--- src/rtl/keyframe_interval_sampler_top_assert.svh ---
// Assertion macros shared by the RTL of the keyframe interval sampler.
// KIS_ASSERT checks a property, KIS_NEVER checks that a condition never holds.
`ifndef KEYFRAME_INTERVAL_SAMPLER_TOP_ASSERT_SVH
`define KEYFRAME_INTERVAL_SAMPLER_TOP_ASSERT_SVH
`ifndef SYNTHESIS
`define KIS_ASSERT(lbl, clk, rst, prop, msg) \
   lbl: assert property (@(posedge clk) disable iff (rst) prop) \
      else $error(msg);
`define KIS_NEVER(lbl, clk, rst, cond, msg) \
   lbl: assert property (@(posedge clk) disable iff (rst) !(cond)) \
      else $error(msg);
`else
`define KIS_ASSERT(lbl, clk, rst, prop, msg)
`define KIS_NEVER(lbl, clk, rst, cond, msg)
`endif
`endif

--- src/rtl/kis_pkg.sv ---
`default_nettype none
package kis_pkg;

   localparam int KEYS        = 256;
   localparam int FRAC_BITS   = 16;
   localparam int KEY_IDX_W   = $clog2(KEYS);
   localparam int KEY_COUNT_W = KEY_IDX_W + 1;
   localparam int TIME_W      = 32;
   localparam int DELTA_W     = 31;
   localparam int FRAC_W      = FRAC_BITS + 1;
   localparam int DIV_W       = TIME_W + FRAC_BITS;
   localparam int DIV_CNT_W   = $clog2(DIV_W + 1);
   localparam int QUEUE_DEPTH = 4;
   localparam int QPTR_W      = $clog2(QUEUE_DEPTH);
   localparam int QCOUNT_W    = $clog2(QUEUE_DEPTH + 1);
   localparam int CSR_INDEX_W = 1;
   localparam int CSR_DATA_W  = 9;

   typedef logic [1:0] opcode_type;
   localparam opcode_type OPC_LOAD   = 2'd0;
   localparam opcode_type OPC_TICK   = 2'd1;
   localparam opcode_type OPC_REWIND = 2'd2;

   typedef logic [CSR_INDEX_W-1:0] csr_index_type;
   localparam csr_index_type CSR_PLAYBACK_MODE = 1'b0;
   localparam csr_index_type CSR_KEY_COUNT     = 1'b1;

   typedef enum logic [1:0] {
      KIND_LOAD,
      KIND_TICK,
      KIND_REWIND
   } item_kind_type;

   typedef struct packed {
      item_kind_type        kind;
      logic [KEY_IDX_W-1:0] key_index;
      logic [TIME_W-1:0]    key_time;
      logic [DELTA_W-1:0]   delta_time;
   } item_type;

   typedef struct packed {
      logic              go;
      logic [DIV_W-1:0]  dividend;
      logic [TIME_W-1:0] divisor;
   } div_req_type;

   typedef struct packed {
      logic              done;
      logic [DIV_W-1:0]  quotient;
      logic [TIME_W-1:0] remainder;
   } div_rsp_type;

   typedef struct packed {
      logic full;
      logic empty;
   } queue_status_type;

endpackage
`default_nettype wire

--- src/rtl/kis_divider.sv ---
`default_nettype none
module kis_divider import kis_pkg::*; (
   input  logic        clock,
   input  logic        reset,
   input  div_req_type req,
   output div_rsp_type rsp
);

   logic                 busy_ff;
   logic                 done_ff;
   logic [DIV_CNT_W-1:0] cnt_ff;
   logic [DIV_W-1:0]     dq_ff;
   logic [TIME_W-1:0]    rem_ff;
   logic [TIME_W-1:0]    divisor_ff;
   logic [TIME_W:0]      trial;
   logic [TIME_W:0]      diff;
   logic                 fits;

   // Restoring division, one quotient bit per cycle. The dividend shifts out
   // of the top of dq_ff while quotient bits shift in at the bottom.
   assign trial = {rem_ff, dq_ff[DIV_W-1]};
   assign diff  = trial - {1'b0, divisor_ff};
   assign fits  = (trial >= {1'b0, divisor_ff});

   always_ff @(posedge clock) begin
      if (reset) begin
         busy_ff <= 1'b0;
         done_ff <= 1'b0;
         cnt_ff  <= '0;
      end else begin
         done_ff <= 1'b0;
         if (req.go) begin
            busy_ff <= 1'b1;
            cnt_ff  <= DIV_CNT_W'(DIV_W);
         end else if (busy_ff) begin
            cnt_ff <= cnt_ff - DIV_CNT_W'(1);
            if (cnt_ff == DIV_CNT_W'(1)) begin
               busy_ff <= 1'b0;
               done_ff <= 1'b1;
            end
         end
      end
   end

   always_ff @(posedge clock) begin
      if (req.go) begin
         dq_ff      <= req.dividend;
         rem_ff     <= '0;
         divisor_ff <= req.divisor;
      end else if (busy_ff) begin
         dq_ff  <= {dq_ff[DIV_W-2:0], fits};
         rem_ff <= fits ? diff[TIME_W-1:0] : trial[TIME_W-1:0];
      end
   end

   assign rsp.done      = done_ff;
   assign rsp.quotient  = dq_ff;
   assign rsp.remainder = rem_ff;

endmodule
`default_nettype wire

--- config.mk ---
export PLATFORM = sky130hd
export DESIGN_NAME = kis_divider
export DESIGN_NICKNAME = d
export VERILOG_FILES = /design/src/rtl/keyframe_interval_sampler_top_assert.svh /design/src/rtl/kis_pkg.sv /design/src/rtl/kis_divider.sv
export SDC_FILE = /design/constraint.sdc
export NUM_CORES = 1
export LEC_CHECK = 0
export BUFFER_PORTS_ARGS = -buffer_cell sky130_fd_sc_hd__buf_4
export CAP_MARGIN = 40
export CORE_AREA = 2 2 128 130
export DETAILED_ROUTE_END_ITERATION = 7
export DIE_AREA = 0 0 130 132
export GPL_TIMING_DRIVEN = 0
export PLACE_DENSITY_LB_ADDON = 0.2
export SYNTH_ARGS = -nofsm -noshare
export SYNTH_HDL_FRONTEND = slang
export SYNTH_SLANG_ARGS = --single-unit
--- constraint.sdc ---
create_clock -name clock -period 3 [get_ports clock]
set_input_delay 0.75 -clock clock [delete_from_list [all_inputs] [get_ports clock]]
set_output_delay 0.75 -clock clock [all_outputs]
set_load 0.03 [all_outputs]
==> impl_metrics.yaml <==
sta:
  setup_violations: 19
  relSlewSlack: 0.442
  worst_pin_slew_ns: 0.837
  clock_skew_ns: 0.0106
  min_period_ns: 3.06
  hold_viol: 0
  layout_setup_ws_ns: -0.0616
  rsz0062_at_grt: "yes"
  max_freq_mhz: 327
  slew_viol_final: 0
  min_period_over_period: 1.02
placement:
  gp_congestion: 0.927
  dp_cells: 1029
  dpl.hpwl_microns: 13900
  place.port_buffers: 162
  pre_cts_ws_ns: -0.451
worst_setup_path:
  critPathMostFrequentCell: "buf_12"
  rr_worst_depth: 13
  required_ns: 3.28
  path_cells: "inv_2, ha_4, nand4_4, or4_1, or4_4, o21ai_2, a2111o_1, a21o_2, buf_12, buf_12, buf_12, mux2i_4, a211oi_2"
  slowest_stage: "or4_1"
  slowest_delay_ns: 0.49
  cp-start-kind: "flip-flop"
  r2r_start: "divisor_ff[28]"
  worstSetupEndpointType: "flip-flop"
  reg2reg_slack_ns: -0.06
  r2r_end: "rem_ff[7]"
  critPathBufInv: 4
  path_max_fanout: 5
  arrival_ns: 3.34
  crit_type: "reg2reg"
  crit_family: "simple AND/OR/NAND/NOR gates"
run:
  max_cap_viol_count: 0
hold_path:
  hold_class: "in2reg"
  whs_path_depth: 1
  hp-start: "req[3]"
  whs_endpoint: "divisor_ff[3]"
clocking:
  cts-hold-fix-buffers: 0
  cts-buffers-inserted: 17
  clockRootBuffer: "clkbuf_16"
  insertion_delay_ns: 0.43
  clkTransAtPathRegs_ns: 0.06
  cts_buffer_depth: 2
  cts_tree: "done"
  htreeDepth: 4
  cts.sinks: 120
grt:
  grt_pass1_vias: 5994
  grt_pass1_wl_microns: 30600
  antenna_found_initial: 0
  track_usage: 0.230
  grt_max_degree: 36
  gr-total-overflow: 0
logic_synthesis:
  synth_top_area_share: 0.353
  synth_largest_area_cell: "edfxtp_1"
  syn_nets: 768
  synthAdderAreaFrac: 0.0654
  synth-edff-count: 80
  synth_area_sq_um: 6810
  yosysSeqAreaShare: 0.470
  avgSynthCellArea_sq_um: 10.5
  synth_top_family_by_area: "compound AO/OA/AOI/OAI gates"
  synth-compound-area-share: 0.153
  ys_seq_elements: 120
  synthSimpleGateAreaFrac: 0.127
  synth_ff_type: "edfxtp_1"
  muxShareOfSynthArea: 0.108
  syn-instance-count: 650
  synth_area_leaders: "edfxtp_1, dfxtp_1, mux2_2"
  ys_types: 61
  async_flop_share: 0
  synth-xor-area-share: 0.0296
  ys_warn_count: 0
detailed_routing:
  drc: 0
  wl_per_cell_microns: 18.4
  drt_first_iter_violations: 579
  via_per_inst: 5.52
  dr_total_vias: 5946
  dr.pass1.iters: 5
  ant_nets: 0
  drt_wl_total_microns: 19800
cells_and_area:
  syn_to_final_growth_pct: 39.0
  fill_cells: 1332
  layout.nets: 967
  drive_above_1_share: 0.384
  num_antenna_cells: 0
  stdcell_count: 1078
  final_core_util: 0.603
floorplan:
  ios: 164
  initial_core_util: 0.434
  die_area_sq_um: 17200
  die-width_microns: 130
  die_h_microns: 132
  fp-row-count: 46
  core-area_sq_um: 15700
power:
  power_density_nw_per_um2: 606
  p_leak_nw: 3.95
  ir_drop_uv: 452
status:
  status: "finished with violations"
  violations: "setup timing"
-- report_power, final --
part,internal (W),leakage [nW],switching (W)
combinational,0.000789,2.56,0.000960
sequential,0.00194,1.13,0.000116
clock,0.00114,0.267,0.000795
total,0.00387,3.95,0.00187
-- final cells by class --
type	count	area, sq um	share of cell area
multi-input cells	453	3620	0.383
flip-flops and latches	120	3210	0.339
repair buffers	189	1510	0.159
clock buffers	17	425	0.0449
well taps	216	270	0.0285
inverters	42	158	0.0167
plain buffers	26	145	0.0153
clock inverters	15	128	0.0135
-- worst max-delay path by stage --
| stage | cells after the start | from | end | slack (ns) |
|---|---|---|---|---|
| after floorplan | 10 | rem_ff[24] | rem_ff[31] | 0.01 |
| after global placement | 4 | req[80] | dq_ff[21] | -0.55 |
| after detailed placement | 11 | rem_ff[23] | rem_ff[0] | -0.45 |
| after CTS | 14 | divisor_ff[25] | rem_ff[24] | -0.11 |
| after global routing | 13 | divisor_ff[28] | rem_ff[24] | -0.15 |
| final | 13 | divisor_ff[28] | rem_ff[7] | -0.06 |
-- kinds of logic (layout without fill, tap and decap cells) --
logic type / Yosys count / count (layout)
buffers and inverters: 77 / 289
adders and majority gates: 35 / 35
muxes: 67 / 67
DFF: 120 / 120
AOI/OAI and AO/OA: 151 / 151
and+or+nand+nor: 177 / 177
xor gates and xnor gates: 23 / 23
-- layout by cell type, fill, tap and decap left out, drive strengths merged, types with 4 or more instances in the layout --
cell type,n
dfxtp,40
edfxtp,80
a31oi,7
buf,195
nand2,44
nand3,13
and3,4
o211ai,5
nor4b,4
o21a,7
nand4,7
nand4b,5
clkbuf,37
nand2b,8
nor2,57
nor3,8
a21o,17
o21ai,23
or3,6
clkinv,9
ha,34
xnor2,13
inv,45
a311oi,10
xor2,10
a21oi,33
a2111o,4
mux2i,17
o21bai,4
nor2b,11
a211oi,19
mux2,50
-- flip-flops by register name, indices dropped and copies added, names as in the netlist --
register and count:
divisor_ff 32, done_ff 1, cnt_ff 6, busy_ff 1, rem_ff 32, dq_ff 48
-- per-stage QoR --
stage	hold WS (ns)	total power, W	TNS (ns)	cell area [sq um]
2_1_floorplan	0.469	0.00307	0	6810
3_3_place_gp	0.488	0.00353	-35.20	8300
5_1_grt	0.480	0.00599	-2.39	9470
3_5_place_dp	0.509	0.00357	-20.52	8320
4_1_cts	0.484	0.00565	-0.697	9150
6_report	0.496	0.00574	-0.579	9470
-- worst register-to-register path: stages (launching register included) --
cell and delay, ns:
edfxtp_1 0.34, inv_2 0.05, ha_4 0.28, nand4_4 0.14
or4_1 0.49, or4_4 0.43, o21ai_2 0.18, a2111o_1 0.21
a21o_2 0.13, buf_12 0.12, buf_12 0.11, buf_12 0.13
mux2i_4 0.23, a211oi_2 0.08
-- cells in the mapped netlist, types with 10 or more instances --
library cell,count
edfxtp_1,80
nor2_1,57
mux2_2,50
nand2_1,44
inv_1,42
dfxtp_1,40
ha_1,34
a21oi_1,32
clkbuf_1,26
o21ai_0,21
a211oi_1,19
mux2i_1,17
a21o_1,16
nand3_1,13
xnor2_1,13
nor2b_1,11
a311oi_1,10
xor2_1,10
-- routing by layer --
| layer | vias to the layer above | wire [microns] | global-route usage |
|---|---|---|---|
| li1 | 2827 | - | - |
| met1 | 2828 | 8090 | 0.279 |
| met2 | 262 | 9410 | 0.364 |
| met3 | 29 | 1940 | 0.0909 |
| met4 | 0 | 390 | 0.0938 |
| met5 | - | 0 | 0 |
-- repair_timing --
action	4_1_cts	5_1_grt
cloned	1	1
resized for setup	35	55
endpoints found under the setup margin	33	62
pin swaps	15	24
hold endpoints to repair	0	0
setup buffers	15	9
Power figures use the tool's default switching activity.
