`src/rtl/keyframe_interval_sampler_top_assert.svh`:
```
// Assertion macros shared by the RTL of the keyframe interval sampler.
// KIS_ASSERT checks a property, KIS_NEVER checks that a condition never holds.
`ifndef KEYFRAME_INTERVAL_SAMPLER_TOP_ASSERT_SVH
`define KEYFRAME_INTERVAL_SAMPLER_TOP_ASSERT_SVH
`ifndef SYNTHESIS
`define KIS_ASSERT(lbl, clk, rst, prop, msg) \
   lbl: assert property (@(posedge clk) disable iff (rst) prop) \
      else $error(msg);
`define KIS_NEVER(lbl, clk, rst, cond, msg) \
   lbl: assert property (@(posedge clk) disable iff (rst) !(cond)) \
      else $error(msg);
`else
`define KIS_ASSERT(lbl, clk, rst, prop, msg)
`define KIS_NEVER(lbl, clk, rst, cond, msg)
`endif
`endif

```
`src/rtl/kis_pkg.sv`:
```
`default_nettype none
package kis_pkg;

   localparam int KEYS        = 256;
   localparam int FRAC_BITS   = 16;
   localparam int KEY_IDX_W   = $clog2(KEYS);
   localparam int KEY_COUNT_W = KEY_IDX_W + 1;
   localparam int TIME_W      = 32;
   localparam int DELTA_W     = 31;
   localparam int FRAC_W      = FRAC_BITS + 1;
   localparam int DIV_W       = TIME_W + FRAC_BITS;
   localparam int DIV_CNT_W   = $clog2(DIV_W + 1);
   localparam int QUEUE_DEPTH = 4;
   localparam int QPTR_W      = $clog2(QUEUE_DEPTH);
   localparam int QCOUNT_W    = $clog2(QUEUE_DEPTH + 1);
   localparam int CSR_INDEX_W = 1;
   localparam int CSR_DATA_W  = 9;

   typedef logic [1:0] opcode_type;
   localparam opcode_type OPC_LOAD   = 2'd0;
   localparam opcode_type OPC_TICK   = 2'd1;
   localparam opcode_type OPC_REWIND = 2'd2;

   typedef logic [CSR_INDEX_W-1:0] csr_index_type;
   localparam csr_index_type CSR_PLAYBACK_MODE = 1'b0;
   localparam csr_index_type CSR_KEY_COUNT     = 1'b1;

   typedef enum logic [1:0] {
      KIND_LOAD,
      KIND_TICK,
      KIND_REWIND
   } item_kind_type;

   typedef struct packed {
      item_kind_type        kind;
      logic [KEY_IDX_W-1:0] key_index;
      logic [TIME_W-1:0]    key_time;
      logic [DELTA_W-1:0]   delta_time;
   } item_type;

   typedef struct packed {
      logic              go;
      logic [DIV_W-1:0]  dividend;
      logic [TIME_W-1:0] divisor;
   } div_req_type;

   typedef struct packed {
      logic              done;
      logic [DIV_W-1:0]  quotient;
      logic [TIME_W-1:0] remainder;
   } div_rsp_type;

   typedef struct packed {
      logic full;
      logic empty;
   } queue_status_type;

endpackage
`default_nettype wire

```
`src/rtl/kis_queue.sv`:
```
`default_nettype none
`include "keyframe_interval_sampler_top_assert.svh"
module kis_queue import kis_pkg::*; (
   input  logic             clock,
   input  logic             reset,
   input  logic             push,
   input  item_type         push_item,
   input  logic             pop,
   output queue_status_type status,
   output item_type         head
);

   item_type              slots_ff [QUEUE_DEPTH];
   logic [QPTR_W-1:0]     wr_ptr_ff;
   logic [QPTR_W-1:0]     rd_ptr_ff;
   logic [QCOUNT_W-1:0]   count_ff;
   logic                  do_push;
   logic                  do_pop;

   assign status.full  = (count_ff == QCOUNT_W'(QUEUE_DEPTH));
   assign status.empty = (count_ff == '0);
   assign do_push      = push && !status.full;
   assign do_pop       = pop && !status.empty;
   assign head         = slots_ff[rd_ptr_ff];

   always_ff @(posedge clock) begin
      if (reset) begin
         wr_ptr_ff <= '0;
         rd_ptr_ff <= '0;
         count_ff  <= '0;
      end else begin
         if (do_push) begin
            wr_ptr_ff <= wr_ptr_ff + QPTR_W'(1);
         end
         if (do_pop) begin
            rd_ptr_ff <= rd_ptr_ff + QPTR_W'(1);
         end
         if (do_push && !do_pop) begin
            count_ff <= count_ff + QCOUNT_W'(1);
         end else if (do_pop && !do_push) begin
            count_ff <= count_ff - QCOUNT_W'(1);
         end
      end
   end

   always_ff @(posedge clock) begin
      if (do_push) begin
         slots_ff[wr_ptr_ff] <= push_item;
      end
   end

   `KIS_ASSERT(a_count_bound, clock, reset, count_ff <= QCOUNT_W'(QUEUE_DEPTH), "queue overfilled")
   `KIS_NEVER(a_no_push_full, clock, reset, push && status.full, "word pushed into full queue")
   `KIS_NEVER(a_no_pop_empty, clock, reset, pop && status.empty, "word popped from empty queue")

endmodule
`default_nettype wire

```
`config.mk`:
```
export PLATFORM = sky130hd
export DESIGN_NAME = kis_queue
export DESIGN_NICKNAME = d
export VERILOG_FILES = /design/src/rtl/kis_pkg.sv /design/src/rtl/kis_queue.sv
export VERILOG_INCLUDE_DIRS = /design/src /design/src/rtl
export SDC_FILE = /design/constraint.sdc
export NUM_CORES = 1
export LEC_CHECK = 0
export BUFFER_PORTS_ARGS = -buffer_cell sky130_fd_sc_hd__buf_2
export CAP_MARGIN = 20
export CORE_MARGIN = 4
export CORE_UTILIZATION = 45
export DETAILED_ROUTE_END_ITERATION = 16
export PLACE_DENSITY_LB_ADDON = 0.12
export SYNTH_ARGS = -nofsm -noshare
export SYNTH_HDL_FRONTEND = slang
export SYNTH_SLANG_ARGS = --single-unit
```
`constraint.sdc`:
```
create_clock -name clock -period 4.7 [get_ports clock]
set_clock_uncertainty 0.1 [all_clocks]
set_input_delay 0.94 -clock clock [delete_from_list [all_inputs] [get_ports clock]]
set_output_delay 0.94 -clock clock [all_outputs]
set_load 0.01 [all_outputs]
```
==> summary by stage <==
Run status
The run finished with clean final reports.

Min path
The count of cells along the worst hold path is 2. The type of the worst min-delay path is reg -> reg.

Routing
The detailed router's first-iteration violation count is approximately 290. The final routed DRC violation total is 0. For this block, the via count after detailed routing is 5008. The detail-routed via count per cell is around 5.2. For this run, the detailed router's first-pass iteration total came to 4. In the final routed layout, each cell accounts on average for 21.8 um. The sum of routed wire length over all layers is roughly 21000 um. In this run the remaining antenna-violating nets after routing total 0.

Finish
The filler cell count in the final layout is roughly 1900. The end-of-flow core utilization is a little over half. The final layout contains around 690 nets. The area growth from synthesis to layout is 19.2%. The final design area excluding fillers is around 13000 um^2. Of the cells placed in the final design, the portion with a size suffix greater than 1 is a little under half.

The area taken by flip-flops and latches is around 9000 um^2. In the final layout, the multi-input gates occupy roughly 1900 um^2.

Timing
The final-report hold violation count is 0. The highest clock rate is approximately 280 MHz. The number of pins exceeding their max-slew limit in the final report is 0. Setup repair after global routing left no endpoint under its margin.

The accumulated negative setup slack is 0 ns. Dividing the final minimum period by the clock period gives ~75%. For the pin with the worst max-slew slack, the measured transition is around 0.94 ns. The worst path meets setup with approximately 1.2 ns of slack. The worst path in the final design needs a cycle of approximately 3.5 ns, including I/O delays and setup. In this run the tightest slew margin relative to its limit is between 30 and 40%. The total setup violations reported at the end of the flow is 0.

Floorplan
The total number of placement rows is 57. The die span in y is about 160 um. Measured along the x axis, the die boundary spans 165 um. The die covers between 20000 and 30000 um^2. For this design the top-level I/O count stands at between 150 and 200. The starting utilization of the core area is a little under half.

The floorplan step defined a core boundary enclosing between 20000 and 25000 um^2.

Yosys
The count of flip-flops with a built-in enable after synthesis is approximately 290. The number of synthesis warnings is 0. The average size of a mapped cell is about 26 um^2. After synthesis the netlist holds a flip-flop and latch count of roughly 300.

The fraction of synthesis flops using an asynchronous set or reset pin is 0%. Synthesis handed over a netlist of around 430 instances. The number of nets in the synthesized netlist is between 500 and 600. Yosys mapped the design onto 23 distinct sky130hd cell types. The cell area after synthesis is 11100 um^2.

The share of the Yosys chip area taken by registers is ~81%. The most used flip-flop cell after synthesis is sky130_fd_sc_hd__edfxtp_1.

Global routing
The initial antenna violation count is 5. The global routing usage summed across all routing layers is between 15 and 20%. The number of global-route vias before repair is 5507. The global route total overflow is 0. Entering global routing, the biggest net connects 61 pins. The wire length of the first global-routing pass is between 30000 and 40000 um.

Placement
The worst setup slack after placement is between 1.5 and 2 ns. The final HPWL from detailed placement is 12600 um. The placed instances occupy a cell area of roughly 12000 um^2. At the end of routability-driven placement, the weighted congestion stood at 0.713. The count of input and output buffers is roughly 150.

Setup path
The worst stage delay on the critical path is roughly 0.77 ns. The critical path contains buffers and inverters numbering 2 combined. The kind of end point of the critical path is an output pin.

The number of cells on the worst reg-to-reg path is 4. The register-to-register setup slack is 2.17 ns. The largest individual stage delay along the critical path comes from the cell sky130_fd_sc_hd__dfxtp_4.

The cell class contributing the biggest share of worst-path delay is flip-flops. The data arrival time of the critical path is 2.49 ns. The worst setup path is launched from a flip-flop. For the worst setup path, the data required time is about 3.7 ns. The kind of critical path is reg -> out. In this run the number of cells on the critical path is 3. Traced cell by cell, the critical path runs through buf_12 > mux4_2 > buf_2.

Of all nets on the critical path, the largest fanout is 43.

Clocking
The number of buffers on the longest clock path is 3. The register clock-pin slew on the reported worst setup and hold paths is around 0.050 ns. TritonCTS built the clock tree. The count of hold buffers inserted by post-cts repair is 0. The number of clock sinks seen by CTS is about 300. In this run, post-CTS repair resized a total of 0 instances. The later-pin clock latency in the skew report is approximately 0.49 ns. The maximum level of the CTS H-tree is 2. The total setup buffers inserted after CTS is 0.

The clock root buffer is sky130_fd_sc_hd__clkbuf_16. The number of clock buffers inserted by TritonCTS is 34.

Power
Total power for the finished layout comes to ~7300 uW. The worst-case IR drop observed on VDD is 0.352 mV. For this design the ratio of total power to cell area is about 550 nW/um^2.

In this run the static leakage power is roughly 0.0044 uW.

Job
The max capacitance violation total is 0.
[registers in the layout (all words and copies together) (netlist names), named ones only]
signal and cells:
wr_ptr_ff 2, rd_ptr_ff 2, slots_ff 292, count_ff 3
[cells in the final DEF (no fill, tap or decap), types with 2 or more instances in the layout]
master / n
sky130_fd_sc_hd__buf_4: 8
sky130_fd_sc_hd__xor2_1: 4
sky130_fd_sc_hd__inv_1: 4
sky130_fd_sc_hd__dfxtp_4: 2
sky130_fd_sc_hd__clkbuf_16: 35
sky130_fd_sc_hd__nand2b_1: 2
sky130_fd_sc_hd__clkbuf_1: 8
sky130_fd_sc_hd__clkbuf_8: 2
sky130_fd_sc_hd__clkinv_1: 8
sky130_fd_sc_hd__or3_1: 2
sky130_fd_sc_hd__mux2i_1: 2
sky130_fd_sc_hd__clkinv_2: 2
sky130_fd_sc_hd__clkinvlp_4: 2
sky130_fd_sc_hd__and2_4: 4
sky130_fd_sc_hd__nor2_1: 6
sky130_fd_sc_hd__buf_2: 151
sky130_fd_sc_hd__edfxtp_1: 292
sky130_fd_sc_hd__o21ai_0: 2
sky130_fd_sc_hd__dfxtp_1: 7
sky130_fd_sc_hd__ha_1: 5
sky130_fd_sc_hd__mux4_2: 73
sky130_fd_sc_hd__a21oi_1: 2
[per-stage QoR]
stage | hold WS, ns | std cells
6_report | 0.413 | 957
5_1_grt | 0.471 | 957
4_1_cts | 0.418 | 956
3_5_place_dp | 0.410 | 897
3_3_place_gp | 0.391 | 896
2_1_floorplan | 0.382 | 429
[per-layer routing]
| layer | global-route usage [%] | up-vias | wire (um) |
|---|---|---|---|
| li1 | - | 2205 | - |
| met1 | 20.5 | 2616 | 8650 |
| met3 | 4.54 | 49 | 1390 |
| met4 | 4.39 | 8 | 429 |
| met5 | 0 | - | 60 |
| met2 | 25.8 | 130 | 10400 |
[worst reg2reg max path, cell delays in order (launching register included)]
cell	delay, ns
sky130_fd_sc_hd__dfxtp_1	0.49
sky130_fd_sc_hd__nor3b_2	0.11
sky130_fd_sc_hd__nor2_1	0.35
sky130_fd_sc_hd__and2_4	0.85
sky130_fd_sc_hd__buf_4	0.34
[worst paths after layout]
kind,end,start
setup / recovery,head[14],flip-flop
hold / removal,wr_ptr_ff[1]$_SDFFE_PP0P_,wr_ptr_ff[1]$_SDFFE_PP0P_
setup reg to reg,slots_ff[0][40]$_DFFE_PP_,count_ff[0]$_SDFFE_PP0P_
hold reg to reg,wr_ptr_ff[1]$_SDFFE_PP0P_,wr_ptr_ff[1]$_SDFFE_PP0P_
[final cells by class]
type                    instances  area share (%)
inverters                       4           0.114
clock inverters                14           0.711
repair buffers                161            6.54
flip-flops and latches        301            67.9
multi-input cells             107            14.6
well taps                     324            3.07
diodes                          1          0.0190
clock buffers                  45            7.08
[Yosys cell counts, types with 2 or more instances]
cell                       count  area, um^2
sky130_fd_sc_hd__buf_12        7         140
sky130_fd_sc_hd__mux2i_1       2        20.0
sky130_fd_sc_hd__or3_1         2        12.5
sky130_fd_sc_hd__buf_2         7        35.0
sky130_fd_sc_hd__nand2b_1      2        12.5
sky130_fd_sc_hd__ha_1          5        62.6
sky130_fd_sc_hd__nor2_1        6        22.5
sky130_fd_sc_hd__and2_1        4        25.0
sky130_fd_sc_hd__mux4_2       73        1640
sky130_fd_sc_hd__dfxtp_1       9         180
sky130_fd_sc_hd__a21oi_1       2        10.0
sky130_fd_sc_hd__inv_1         4        15.0
sky130_fd_sc_hd__xor2_1        4        35.0
sky130_fd_sc_hd__edfxtp_1    292        8770
sky130_fd_sc_hd__o21ai_0       2        10.0
[cells by family (layout without fill, tap and decap cells)]
family / count (synthesis) / in the layout / synth area share, %
xor gates and xnor gates: 4 / 4 / 0.316
other: 0 / 1 / 0
muxes: 75 / 75 / 15.0
buffers and inverters: 21 / 224 / 1.90
and+or+nand+nor: 16 / 16 / 0.814
AOI/OAI and AO/OA: 6 / 6 / 0.373
adders and majority gates: 6 / 6 / 0.746
DFF: 301 / 301 / 80.8
[power by group]
group	switching (uW)	total, uW	leakage, uW	internal (uW)
clock network	968	2410	0.000494	1450
registers	157	3390	0.00275	3230
logic	742	1500	0.00118	755
Note: power is estimated with default switching activity, not from simulation.
