==> config.mk <==
export PLATFORM = sky130hd
export DESIGN_NAME = kis_front
export DESIGN_NICKNAME = d
export VERILOG_FILES = /design/src/rtl/keyframe_interval_sampler_top_assert.svh /design/src/rtl/kis_pkg.sv /design/src/rtl/kis_front.sv
export SDC_FILE = /design/constraint.sdc
export NUM_CORES = 1
export LEC_CHECK = 0
export BUFFER_PORTS_ARGS = -buffer_cell sky130_fd_sc_hd__buf_2
export CAP_MARGIN = 30
export CORE_ASPECT_RATIO = 0.8
export CORE_MARGIN = 5
export CORE_UTILIZATION = 44
export CTS_CLUSTER_DIAMETER = 50
export DETAILED_ROUTE_END_ITERATION = 7
export PLACE_DENSITY = 0.84
export SYNTH_ARGS = -nofsm -noshare
export SYNTH_HDL_FRONTEND = slang
export SYNTH_SLANG_ARGS = --single-unit
==> constraint.sdc <==
create_clock -name clock -period 11.1 [get_ports clock]
set_input_delay 1.11 -clock clock [delete_from_list [all_inputs] [get_ports clock]]
set_output_delay 1.11 -clock clock [all_outputs]
set_load 0.005 [all_outputs]
==> src/rtl/keyframe_interval_sampler_top_assert.svh <==
// Assertion macros shared by the RTL of the keyframe interval sampler.
// KIS_ASSERT checks a property, KIS_NEVER checks that a condition never holds.
`ifndef KEYFRAME_INTERVAL_SAMPLER_TOP_ASSERT_SVH
`define KEYFRAME_INTERVAL_SAMPLER_TOP_ASSERT_SVH
`ifndef SYNTHESIS
`define KIS_ASSERT(lbl, clk, rst, prop, msg) \
   lbl: assert property (@(posedge clk) disable iff (rst) prop) \
      else $error(msg);
`define KIS_NEVER(lbl, clk, rst, cond, msg) \
   lbl: assert property (@(posedge clk) disable iff (rst) !(cond)) \
      else $error(msg);
`else
`define KIS_ASSERT(lbl, clk, rst, prop, msg)
`define KIS_NEVER(lbl, clk, rst, cond, msg)
`endif
`endif

==> src/rtl/kis_pkg.sv <==
`default_nettype none
package kis_pkg;

   localparam int KEYS        = 256;
   localparam int FRAC_BITS   = 16;
   localparam int KEY_IDX_W   = $clog2(KEYS);
   localparam int KEY_COUNT_W = KEY_IDX_W + 1;
   localparam int TIME_W      = 32;
   localparam int DELTA_W     = 31;
   localparam int FRAC_W      = FRAC_BITS + 1;
   localparam int DIV_W       = TIME_W + FRAC_BITS;
   localparam int DIV_CNT_W   = $clog2(DIV_W + 1);
   localparam int QUEUE_DEPTH = 4;
   localparam int QPTR_W      = $clog2(QUEUE_DEPTH);
   localparam int QCOUNT_W    = $clog2(QUEUE_DEPTH + 1);
   localparam int CSR_INDEX_W = 1;
   localparam int CSR_DATA_W  = 9;

   typedef logic [1:0] opcode_type;
   localparam opcode_type OPC_LOAD   = 2'd0;
   localparam opcode_type OPC_TICK   = 2'd1;
   localparam opcode_type OPC_REWIND = 2'd2;

   typedef logic [CSR_INDEX_W-1:0] csr_index_type;
   localparam csr_index_type CSR_PLAYBACK_MODE = 1'b0;
   localparam csr_index_type CSR_KEY_COUNT     = 1'b1;

   typedef enum logic [1:0] {
      KIND_LOAD,
      KIND_TICK,
      KIND_REWIND
   } item_kind_type;

   typedef struct packed {
      item_kind_type        kind;
      logic [KEY_IDX_W-1:0] key_index;
      logic [TIME_W-1:0]    key_time;
      logic [DELTA_W-1:0]   delta_time;
   } item_type;

   typedef struct packed {
      logic              go;
      logic [DIV_W-1:0]  dividend;
      logic [TIME_W-1:0] divisor;
   } div_req_type;

   typedef struct packed {
      logic              done;
      logic [DIV_W-1:0]  quotient;
      logic [TIME_W-1:0] remainder;
   } div_rsp_type;

   typedef struct packed {
      logic full;
      logic empty;
   } queue_status_type;

endpackage
`default_nettype wire

==> src/rtl/kis_front.sv <==
`default_nettype none
module kis_front import kis_pkg::*; (
   input  logic                   clock,
   input  logic                   reset,
   input  logic                   start,
   input  opcode_type             req_opcode,
   input  logic [KEY_IDX_W-1:0]   req_key_index,
   input  logic [TIME_W-1:0]      req_key_time,
   input  logic [DELTA_W-1:0]     req_delta_time,
   input  queue_status_type       queue_status,
   output logic                   busy,
   output logic                   push,
   output item_type               push_item
);

   logic          front_valid_ff;
   logic          front_valid_in;
   item_type      front_item_ff;
   item_type      front_item_in;
   logic          accept;
   logic          decoded_valid;
   item_kind_type decoded_kind;

   // Unknown opcodes are dropped here and never reach the queue.
   always_comb begin
      decoded_valid = 1'b1;
      decoded_kind  = KIND_LOAD;
      unique case (req_opcode)
         OPC_LOAD:   decoded_kind = KIND_LOAD;
         OPC_TICK:   decoded_kind = KIND_TICK;
         OPC_REWIND: decoded_kind = KIND_REWIND;
         default:    decoded_valid = 1'b0;
      endcase
   end

   assign busy   = front_valid_ff && queue_status.full;
   assign accept = start && !busy;
   assign push   = front_valid_ff && !queue_status.full;

   always_comb begin
      front_valid_in = front_valid_ff;
      front_item_in  = front_item_ff;
      if (push) begin
         front_valid_in = 1'b0;
      end
      if (accept) begin
         front_valid_in           = decoded_valid;
         front_item_in.kind       = decoded_kind;
         front_item_in.key_index  = req_key_index;
         front_item_in.key_time   = req_key_time;
         front_item_in.delta_time = req_delta_time;
      end
   end

   always_ff @(posedge clock) begin
      if (reset) begin
         front_valid_ff <= 1'b0;
      end else begin
         front_valid_ff <= front_valid_in;
      end
   end

   always_ff @(posedge clock) begin
      front_item_ff <= front_item_in;
   end

   assign push_item = front_item_ff;

endmodule
`default_nettype wire

==> results of run 1 <==
## cells in the final DEF (no fill, tap or decap)
master / count
and2_4: 1
dfxtp_1: 1
buf_2: 151
buf_4: 1
and2b_2: 1
nor2b_4: 1
clkinv_1: 1
a21boi_0: 1
inv_6: 2
edfxtp_1: 73
nor2b_1: 2
clkbuf_8: 9
o21ba_1: 1
clkinv_4: 1
clkinvlp_4: 3
## state kept, by name (all words and copies together) (netlist names)
signal and count:
front_valid_ff 1, push_item 73
## cell type report
cell class	instances	area (um2)	area share [%]
clock inverters	7	52.6	1.60
clock buffers	9	124	3.76
repair buffers	152	763	23.2
multi-input cells	7	61.3	1.86
well taps	62	77.6	2.36
flip-flops and latches	74	2210	67.2
## worst register-to-register path, delay by kind of cell (launching register included)
kind,cells,cell delay (ps)
simple gates,2,770
buf+inv,1,610
flops,1,310
## report_power, final
group | leakage [nW] | total (W) | internal (W) | switching [W]
Sequential | 0.717 | 0.000331 | 0.000327 | 0.00000379
Combinational | 0.637 | 0.0000406 | 0.0000206 | 0.0000200
Clock | 0.0799 | 0.000178 | 0.0000820 | 0.0000964
## through the flow
step	std cells	power, W
after floorplan	81	0.000347
after global placement	295	0.000375
after detailed placement	295	0.000378
after CTS	311	0.000559
after global routing	311	0.000578
final	311	0.000550
## layer usage
layer  share of wire, %  vias to the layer above  GRT usage [%]  routed length (um)
met4                2.4                        0           6.61                 131
met1                 28                      653           13.7                1520
met2                 56                       84           31.2                3070
met5                  0                        -              0                   0
li1                   -                      650              -                   -
met3                 14                       14           12.8                 782
## cells by family after synthesis
family             count (synthesis)  share of synthesized area (%)
DFF                               74                           97.6
and+or+nand+nor                    5                           1.60
AOI/OAI and AO/OA                  2                          0.773
## path summary, 6_finish.rpt
check	start	endpoint	slack, ps	depth (start not counted)
setup / recovery	queue_status[1]	push_item[21]	8450	4
hold / removal	front_valid_ff	front_valid_ff	710	2
setup reg to reg	front_valid_ff	push_item[21]	9030	3
hold reg to reg	front_valid_ff	front_valid_ff	710	2
==> load_flow_metrics.sql, run 1 <==
INSERT INTO impl_metrics (metric_group, metric, value, unit) VALUES
('global_route', 'grt_pass1_vias', '1631', ''),
('yosys', 'post_synth.cell_area_avg', '28.0', 'um2'),
('final_layout', 'layout.nets', '322', ''),
('power', 'worst_ir_drop_vdd', '0.000139', 'V'),
('route', 'routed_wl', '5500', 'um'),
('yosys', 'synth_area_leaders', 'edfxtp_1, dfxtp_1, nor2b_1', ''),
('global_route', 'number_of_antenna_violations_at_the_first_check_in_global_routing', '0', ''),
('timing', 'setup-tns-final', '0', 'ps'),
('yosys', 'syn-num-nets', '159', ''),
('placed_design', 'port_buffers', '151', ''),
('clocking', 'clock_sink_count', '74', ''),
('yosys', 'synth_largest_type_area_fraction', '96.7', '%'),
('final_layout', 'post-route-cell-area', '0.00329', 'mm2'),
('worst_setup_path', 'required', '11070', 'ps'),
('final_layout', 'n_fill_cell', '381', ''),
('yosys', 'synth_flop_cell', 'edfxtp_1', ''),
('global_route', 'globalRouteOverflowTotal', '0', ''),
('clocking', 'post_cts.repair.setup_buffers', '0', ''),
('clocking', 'postCtsResizedCells', '0', ''),
('global_route', 'maximum_number_of_pins_on_one_net_before_global_route_repair', '46', ''),
('timing', 'transition_time_of_the_tightest_slew_check_pin', '787', 'ps'),
('worst_setup_path', 'cp.buffers_inverters', '2', ''),
('timing', 'timing.slew.headroom', '47.4', '%'),
('yosys', 'synth.distinct_cells', '7', ''),
('worst_setup_path', 'path_cells', 'buf_2, and2_4, nor2b_4, buf_4', ''),
('route', 'initialDrtViolationCount', '46', ''),
('yosys', 'yosys.area.top_type', 'edfxtp_1', ''),
('timing', 'final_max_slew_viol_count', '0', ''),
('worst_setup_path', 'critical-path-max-stage-delay', '620', 'ps'),
('route', 'detailedRoute.firstPassIterationCount', '4', ''),
('floorplan', 'core.rowCount', '23', ''),
('yosys', 'ys_async_sr_fraction', '0', '%'),
('timing', 'post-route-period-util', '23.9', '%'),
('floorplan', 'core_region_area', '0.00501', 'mm2'),
('power', 'p_leak', '1.43', 'nW'),
('floorplan', 'boundaryPins', '153', ''),
('timing', 'grt_setup_unrepaired', 'false', ''),
('timing', 'worst_slack', '8450', 'ps'),
('clocking', 'ctsHtreeMaxLevel', '3', ''),
('yosys', 'synth.cell_area', '0.00227', 'mm2'),
('worst_setup_path', 'setup.worst_path.end_class', 'flop', ''),
('route', 'wl_per_cell', '17.7', 'um'),
('timing', 'finalCriticalPeriod', '2650', 'ps'),
('run', 'timing.max_cap.violations', '0', ''),
('worst_setup_path', 'start_kind', 'input pin', ''),
('route', 'detail_route.drc_violations', '0', ''),
('clocking', 'clock_transition_at_the_register_clock_pins_on_the_worst_setup_and_hold_paths_after_cts', '70', 'ps'),
('yosys', 'synthTopCellsByCount', 'edfxtp_1, nor2b_1', ''),
('clocking', 'max-clock-path-buffers', '2', ''),
('floorplan', 'die_footprint', '0.00669', 'mm2'),
('clocking', 'cts_root_buffer', 'clkbuf_8', ''),
('worst_hold_path', 'min_path_type', 'reg2reg', ''),
('final_layout', 'synthToLayoutAreaGrowth', '45.2', '%'),
('yosys', 'synth_seq_area_share', '97.6', '%'),
('floorplan', 'chipHeight', '74.2', 'um'),
('clocking', 'cts_inserted_buffers', '9', ''),
('placed_design', 'place_worst_setup_slack', '8080', 'ps'),
('timing', 'setup_viol_count_final', '0', ''),
('worst_setup_path', 'criticalPathCategory', 'in2reg', ''),
('status', 'status', 'completed', ''),
('yosys', 'post_synth_edffs', '73', ''),
('yosys', 'yosys_warnings', '0', ''),
('floorplan', 'die_width', '90.2', 'um'),
('yosys', 'postSynthRegisterBits', '74', ''),
('clocking', 'cts_tree', 'yes', ''),
('route', 'detailroute.via_count', '1401', ''),
('route', 'drt.antenna.violating_nets', '0', ''),
('yosys', 'cell_with_the_most_instances_after_synthesis', 'edfxtp_1', ''),
('timing', 'fmax', '377', 'MHz'),
('clocking', 'cts.hold.buffers_added', '0', ''),
('yosys', 'synthesis.instances', '81', '');
(Power assumes the default switching activity.)
==> run 2: changes to the inputs <==
--- a/config.mk
+++ b/config.mk
@@ -9,10 +9,10 @@
 export CAP_MARGIN = 30
 export CORE_ASPECT_RATIO = 0.8
 export CORE_MARGIN = 5
-export CORE_UTILIZATION = 44
+export CORE_UTILIZATION = 41
 export CTS_CLUSTER_DIAMETER = 50
 export DETAILED_ROUTE_END_ITERATION = 7
-export PLACE_DENSITY = 0.84
+export PLACE_DENSITY = 0.79
 export SYNTH_ARGS = -nofsm -noshare
 export SYNTH_HDL_FRONTEND = slang
 export SYNTH_SLANG_ARGS = --single-unit
==> constraint.sdc (replaced) <==
create_clock -name clock -period 2.6 [get_ports clock]
set_input_delay 0.26 -clock clock [delete_from_list [all_inputs] [get_ports clock]]
set_output_delay 0.26 -clock clock [all_outputs]
set_load 0.005 [all_outputs]
==> run 2 against run 1 <==
  * Critical endpoint is now push_item[26]
  * Sequential share of layout area fell by 0.78 points
  * Sequential power rose to 4.3 times the previous value
  * First-iteration DRC count fell by 4.3%
  * Largest cell class unchanged
  * Global-route usage fell by 1.6 points
  * Cell count rose by 1.3%
  * Critical path depth fell by 1
==> load_flow_metrics.sql, run 2 (same netlist as run 1, synthesis figures left out) <==
INSERT INTO impl_metrics (metric_group, metric, value, unit) VALUES
('timing', 'finalCriticalPeriod', '1390', 'ps'),
('route', 'initialDrtViolationCount', '44', ''),
('global_route', 'maximum_number_of_pins_on_one_net_before_global_route_repair', '40', ''),
('final_layout', 'post-route-cell-area', '0.00333', 'mm2'),
('power', 'worst_ir_drop_vdd', '0.000470', 'V'),
('global_route', 'groute.usage.overall', '15.4', '%'),
('route', 'routed_wl', '5150', 'um'),
('floorplan', 'die_width', '93.1', 'um'),
('power', 'p_leak', '1.45', 'nW'),
('power', 'comb_power_share', '7.1', '%'),
('floorplan', 'boundaryPins', '153', ''),
('worst_setup_path', 'critical-path-max-stage-delay', '420', 'ps'),
('final_layout', 'antenna_cells', '0', ''),
('route', 'drt.antenna.violating_nets', '0', ''),
('worst_setup_path', 'worstReg2RegEnd', 'push_item[26]', ''),
('placed_design', 'dpl_cell_area', '0.00313', 'mm2'),
('final_layout', 'layout-drive-gt1-share', '68.4', '%'),
('floorplan', 'initial_core_util', '41.9', '%'),
('worst_setup_path', 'critical_path.slowest_cell', 'buf_4', ''),
('power', 'switching_share', '20.3', '%'),
('worst_setup_path', 'r2r-start', 'front_valid_ff', ''),
('power', 'share_seq_of_total_power', '57.4', '%'),
('power', 'power.clock.fraction', '35.6', '%'),
('final_layout', 'final_core_utilization', '61.6', '%'),
('clocking', 'cts.hold.buffers_added', '0', ''),
('timing', 'grt_setup_unrepaired', 'false', ''),
('route', 'detail_route.drc_violations', '0', ''),
('worst_hold_path', 'min_path_type', 'in2reg', ''),
('status', 'status', 'completed', ''),
('timing', 'setup_viol_count_final', '0', ''),
('worst_hold_path', 'hold_path.startpoint', 'req_delta_time[5]', ''),
('clocking', 'clock_transition_at_the_register_clock_pins_on_the_worst_setup_and_hold_paths_after_cts', '80', 'ps'),
('worst_setup_path', 'reg2reg_setup_slack', '1210', 'ps'),
('worst_setup_path', 'worst_ep_arrival_time', '1360', 'ps'),
('clocking', 'cts_root_buffer', 'clkbuf_8', ''),
('clocking', 'cts_tree', 'yes', ''),
('clocking', 'clock_sink_count', '74', ''),
('timing', 'report.final.hold_viol_count', '0', ''),
('worst_setup_path', 'critical-path-top-delay-family', 'buffers and inverters', ''),
('worst_hold_path', 'hold_end', 'push_item[5]', ''),
('clocking', 'ctsHtreeMaxLevel', '3', ''),
('worst_setup_path', 'cp_max_fo', '39', ''),
('final_layout', 'synthToLayoutAreaGrowth', '46.9', '%'),
('final_layout', 'layout.cells.most_common_list', 'buf_2, edfxtp_1, clkbuf_8', ''),
('worst_setup_path', 'start_kind', 'flop', ''),
('global_route', 'globalRouteOverflowTotal', '0', ''),
('route', 'detailroute.via_count', '1394', ''),
('floorplan', 'core.rowCount', '24', ''),
('worst_hold_path', 'worstHoldPathCells', '1', ''),
('power', 'p_int', '0.00196', 'W'),
('timing', 'post-route-period-util', '53.4', '%'),
('timing', 'transition_time_of_the_tightest_slew_check_pin', '483', 'ps'),
('clocking', 'clk-insertion-delay-late', '330', 'ps'),
('timing', 'worst_slack', '1210', 'ps'),
('clocking', 'post_cts.repair.setup_buffers', '0', ''),
('clocking', 'max-clock-path-buffers', '2', ''),
('worst_setup_path', 'criticalPathCategory', 'reg2reg', ''),
('route', 'avgViaCountPerCell', '4.43', ''),
('placed_design', 'half_perimeter_wire_length_after_detailed_placement', '4010', 'um'),
('worst_setup_path', 'cp.buffers_inverters', '1', ''),
('timing', 'fmax', '720', 'MHz'),
('power', 'power_switching', '0.000498', 'W'),
('clocking', 'postCtsResizedCells', '0', ''),
('floorplan', 'die_footprint', '0.00712', 'mm2'),
('floorplan', 'chipHeight', '76.5', 'um'),
('final_layout', 'layout_commonest_cell', 'buf_2', ''),
('power', 'power_density', '738', 'mW/mm2'),
('timing', 'timing.slew.headroom', '67.8', '%'),
('placed_design', 'gp_congestion', '0.745', ''),
('placed_design', 'port_buffers', '151', ''),
('worst_setup_path', 'setup.worst_path.end_class', 'flop', ''),
('worst_setup_path', 'path_cells', 'and2_4, nor2b_4, buf_4', ''),
('final_layout', 'layout.nets', '323', ''),
('route', 'wl_per_cell', '16.4', 'um'),
('route', 'detailedRoute.firstPassIterationCount', '4', ''),
('timing', 'skew', '7.85', 'ps'),
('placed_design', 'place_worst_setup_slack', '1160', 'ps'),
('worst_setup_path', 'r2r_worst_path_depth', '3', ''),
('floorplan', 'core_region_area', '0.00541', 'mm2'),
('clocking', 'cts_inserted_buffers', '9', ''),
('worst_setup_path', 'required', '2570', 'ps'),
('global_route', 'grt_pass1_vias', '1520', ''),
('global_route', 'number_of_antenna_violations_at_the_first_check_in_global_routing', '0', ''),
('timing', 'setup-tns-final', '0', 'ps'),
('timing', 'fin_hold_ws', '96.1', 'ps'),
('timing', 'final_max_slew_viol_count', '0', ''),
('run', 'timing.max_cap.violations', '0', ''),
('final_layout', 'largest_register_ff_count', '73', ''),
('global_route', 'grt_first_pass_wirelength', '7930', 'um');
## run 2: cell types whose count changed in the layout (fill, tap and decap cells not counted)
cell | before | now
clkbuf_8 | 9 | 10
buf_4 | 1 | 2
clkinv_1 | 1 | 0
inv_6 | 2 | 1
clkbuf_1 | 0 | 1
clkinvlp_4 | 3 | 2
bufinv_16 | 0 | 1
## run 2: worst max path at each step
| stage | startpoint | end | slack (ps) | cells past startpoint |
|---|---|---|---|---|
| floorplan | front_valid_ff | push_item[0] | 660 | 2 |
| global placement | queue_status[1] | push_item[26] | 1190 | 4 |
| detailed placement | queue_status[1] | push_item[26] | 1160 | 4 |
| CTS | front_valid_ff | push_item[26] | 1220 | 3 |
| global route | front_valid_ff | push_item[26] | 1150 | 3 |
| finish | front_valid_ff | push_item[26] | 1210 | 3 |
## run 2: area by class of cell
cell class / instances / area (um2)
Multi-Input combinational cell: 7 / 61.3
Clock buffer: 11 / 141
Fill cell: 405 / 2080
Sequential cell: 74 / 2210
Timing Repair Buffer: 153 / 771
Tap cell: 65 / 81.3
Clock inverter: 5 / 62.6
## run 2: metrics by stage
stage | power (W) | instances
after global placement | 0.00160 | 299
after CTS | 0.00249 | 315
after global routing | 0.00259 | 315
after floorplan | 0.00148 | 81
after detailed placement | 0.00161 | 299
final | 0.00246 | 315
## run 2: per-layer routing
layer	track usage, %	share of wire, %	up-vias
met1	13.3	30	650
li1	-	-	653
met3	14.3	17	4
met4	3.51	0.62	0
met5	0	0	-
met2	25.7	52	87
## run 2: power by group through the flow
stage	Clock [W]	Combinational, W	Sequential (W)
2_1_floorplan	0	0.0000271	0.00145
3_3_place_gp	0	0.000171	0.00143
3_5_place_dp	0	0.000177	0.00144
4_1_cts	0.000907	0.000177	0.00141
5_1_grt	0.000984	0.000193	0.00142
6_report	0.000874	0.000173	0.00141
==> run 3: changes to the inputs <==
==> constraint.sdc (replaced) <==
create_clock -name clock -period 1.36 [get_ports clock]
set_input_delay 0.136 -clock clock [delete_from_list [all_inputs] [get_ports clock]]
set_output_delay 0.136 -clock clock [all_outputs]
set_load 0.005 [all_outputs]
==> run 3 against run 2 <==
  * Setup slack got worse by 1100 ps
  * Cell area rose by 22%
  * Count of clock-buffer cells in the layout is 1 lower
  * Register-to-register slack worse by 1100 ps
  * Via count grew 27%
  * First-iteration DRC count is 110% higher
  * Wire length up 43%
  * Combinational power increased to 3.1 times the previous value
  * Sequential cell count unchanged
  * Core utilization is 13 points higher
  * Power is 94% higher
  * Highest routed layer unchanged
==> load_flow_metrics.sql, run 3 (same netlist as run 1, synthesis figures left out) <==
INSERT INTO impl_metrics (metric_group, metric, value, unit) VALUES
('route', 'wl_per_cell', '19.0', 'um'),
('clocking', 'ctsHtreeMaxLevel', '3', ''),
('floorplan', 'initial_core_util', '41.9', '%'),
('floorplan', 'die_footprint', '0.00712', 'mm2'),
('worst_hold_path', 'hold_path.startpoint', 'reset', ''),
('timing', 'setup_viol_count_final', '0', ''),
('floorplan', 'core_region_area', '0.00541', 'mm2'),
('floorplan', 'core.rowCount', '24', ''),
('placed_design', 'numPlacedInstances', '301', ''),
('final_layout', 'layout_commonest_cell', 'buf_2', ''),
('timing', 'skew', '10.3', 'ps'),
('clocking', 'cts_root_buffer', 'clkbuf_8', ''),
('power', 'power.clock.fraction', '32.0', '%'),
('timing', 'worst_slack', '140', 'ps'),
('timing', 'timing.slew.headroom', '87.1', '%'),
('run', 'timing.max_cap.violations', '0', ''),
('worst_setup_path', 'r2r_worst_path_depth', '3', ''),
('global_route', 'grt_first_pass_wirelength', '11000', 'um'),
('worst_setup_path', 'start_kind', 'flop', ''),
('global_route', 'maximum_number_of_pins_on_one_net_before_global_route_repair', '31', ''),
('worst_setup_path', 'r2r-start', 'front_valid_ff', ''),
('clocking', 'post_cts.repair.setup_buffers', '0', ''),
('route', 'avgViaCountPerCell', '4.55', ''),
('global_route', 'number_of_antenna_violations_at_the_first_check_in_global_routing', '0', ''),
('placed_design', 'half_perimeter_wire_length_after_detailed_placement', '4150', 'um'),
('clocking', 'clock_transition_at_the_register_clock_pins_on_the_worst_setup_and_hold_paths_after_cts', '80', 'ps'),
('worst_setup_path', 'path_cells', 'and2_4, nor2b_4, buf_12', ''),
('power', 'comb_power_share', '11.1', '%'),
('final_layout', 'layout.nets', '396', ''),
('route', 'drt.antenna.violating_nets', '0', ''),
('final_layout', 'largest_register_ff_count', '73', ''),
('worst_hold_path', 'hold_end', 'front_valid_ff', ''),
('final_layout', 'antenna_cells', '0', ''),
('final_layout', 'final_core_utilization', '75.0', '%'),
('global_route', 'globalRouteOverflowTotal', '0', ''),
('placed_design', 'place_worst_setup_slack', '176', 'ps'),
('power', 'power_density', '1170', 'mW/mm2'),
('power', 'p_int', '0.00367', 'W'),
('worst_setup_path', 'reg2reg_setup_slack', '140', 'ps'),
('final_layout', 'synthToLayoutAreaGrowth', '79.0', '%'),
('clocking', 'clock_sink_count', '74', ''),
('clocking', 'cts.hold.buffers_added', '71', ''),
('placed_design', 'port_buffers', '151', ''),
('final_layout', 'area_of_the_multi_input_gates', '61.3', 'um2'),
('worst_hold_path', 'min_path_type', 'in2reg', ''),
('floorplan', 'die_width', '93.1', 'um'),
('route', 'initialDrtViolationCount', '92', ''),
('power', 'share_seq_of_total_power', '56.9', '%'),
('status', 'status', 'completed', ''),
('timing', 'transition_time_of_the_tightest_slew_check_pin', '193', 'ps'),
('timing', 'grt_setup_unrepaired', 'false', ''),
('worst_setup_path', 'required', '1400', 'ps'),
('timing', 'post-route-period-util', '89.7', '%'),
('clocking', 'max-clock-path-buffers', '2', ''),
('placed_design', 'gp_congestion', '0.721', ''),
('worst_setup_path', 'worstReg2RegEnd', 'push_item[56]', ''),
('final_layout', 'n_fill_cell', '315', ''),
('power', 'p_leak', '1.76', 'nW'),
('route', 'detailedRoute.firstPassIterationCount', '4', ''),
('global_route', 'groute.usage.overall', '21.6', '%'),
('worst_setup_path', 'worst_ep_arrival_time', '1260', 'ps'),
('timing', 'fmax', '820', 'MHz'),
('worst_setup_path', 'criticalPathCategory', 'reg2reg', ''),
('route', 'detailroute.via_count', '1764', ''),
('worst_setup_path', 'cp_max_fo', '30', ''),
('worst_hold_path', 'worstHoldPathCells', '2', ''),
('global_route', 'grt_pass1_vias', '2052', ''),
('clocking', 'clk-insertion-delay-late', '340', 'ps'),
('final_layout', 'final_cell_count_no_fill', '388', ''),
('floorplan', 'chipHeight', '76.5', 'um'),
('worst_setup_path', 'critical-path-max-stage-delay', '330', 'ps'),
('worst_setup_path', 'setup.worst_path.end_class', 'flop', ''),
('floorplan', 'boundaryPins', '153', ''),
('clocking', 'postCtsResizedCells', '0', ''),
('power', 'design_power_total', '0.00476', 'W'),
('timing', 'finalCriticalPeriod', '1220', 'ps'),
('final_layout', 'layout.cells.most_common_list', 'buf_2, edfxtp_1, dlygate4sd3_1', ''),
('final_layout', 'ff_latch_area', '0.00221', 'mm2'),
('final_layout', 'layout-drive-gt1-share', '53.6', '%'),
('route', 'detail_route.drc_violations', '0', ''),
('power', 'power_switching', '0.00109', 'W'),
('timing', 'report.final.hold_viol_count', '0', ''),
('timing', 'final_max_slew_viol_count', '0', ''),
('power', 'worst_ir_drop_vdd', '0.000844', 'V'),
('clocking', 'cts_inserted_buffers', '9', ''),
('route', 'routed_wl', '7370', 'um'),
('worst_setup_path', 'critical_path.slowest_cell', 'dfxtp_1', ''),
('power', 'switching_share', '22.9', '%'),
('clocking', 'cts_tree', 'yes', '');
[run 3: cell count changes in the layout (fill, tap and decap cells not counted)]
| cell | previous run | this run |
|---|---|---|
| buf_12 | 0 | 2 |
| bufinv_16 | 1 | 0 |
| clkbuf_8 | 10 | 9 |
| clkinv_4 | 1 | 3 |
| clkinvlp_4 | 2 | 1 |
| dlygate4sd3_1 | 0 | 71 |
| inv_6 | 1 | 2 |
[run 3: layout make-up]
cell class	instances	area share, %
clock inverters	6	1.27
well taps	65	2.01
multi-input cells	7	1.51
flip-flops and latches	74	54.6
repair buffers	226	37.5
clock buffers	10	3.15
[run 3: per-stage QoR]
stage               cell area [um2]  hold slack [ps]  TNS (ps)
finish                         4060             48.6         0
floorplan                      2270              235    -42590
global route                   4060             27.0         0
global placement               3170              313         0
detailed placement             3170              314         0
CTS                            4060             23.4         0
[run 3: worst max-delay path by stage]
| stage | endpoint | slack [ps] | from | cells after the start |
|---|---|---|---|---|
| after floorplan | push_item[0] | -580 | front_valid_ff | 2 |
| after global placement | push_item[31] | 190 | front_valid_ff | 3 |
| after detailed placement | push_item[56] | 180 | front_valid_ff | 3 |
| after CTS | push_item[69] | 160 | front_valid_ff | 3 |
| after global routing | push_item[31] | 90 | front_valid_ff | 3 |
| final | push_item[56] | 140 | front_valid_ff | 3 |
[run 3: metal layers]
layer,GRT usage [%],vias to the layer above,part of all wire (%)
met5,0,-,0
met4,9.08,0,2.5
met3,9.77,16,10
met2,39.3,118,56
met1,20.8,830,31
li1,-,800,-
[run 3: power groups by stage]
| stage | logic [W] | registers [W] | clock network, W |
|---|---|---|---|
| after CTS | 0.000516 | 0.00270 | 0.00155 |
| after floorplan | 0.0000518 | 0.00277 | 0 |
| final | 0.000529 | 0.00271 | 0.00152 |
| after detailed placement | 0.000356 | 0.00275 | 0 |
| after global placement | 0.000345 | 0.00274 | 0 |
| after global routing | 0.000571 | 0.00272 | 0.00167 |
[run 3: worst max-delay path, delay by kind of cell, from the launching register on]
kind | cells | cell delay [ps]
simple gates | 2 | 350
flops | 1 | 330
buf+inv | 1 | 220
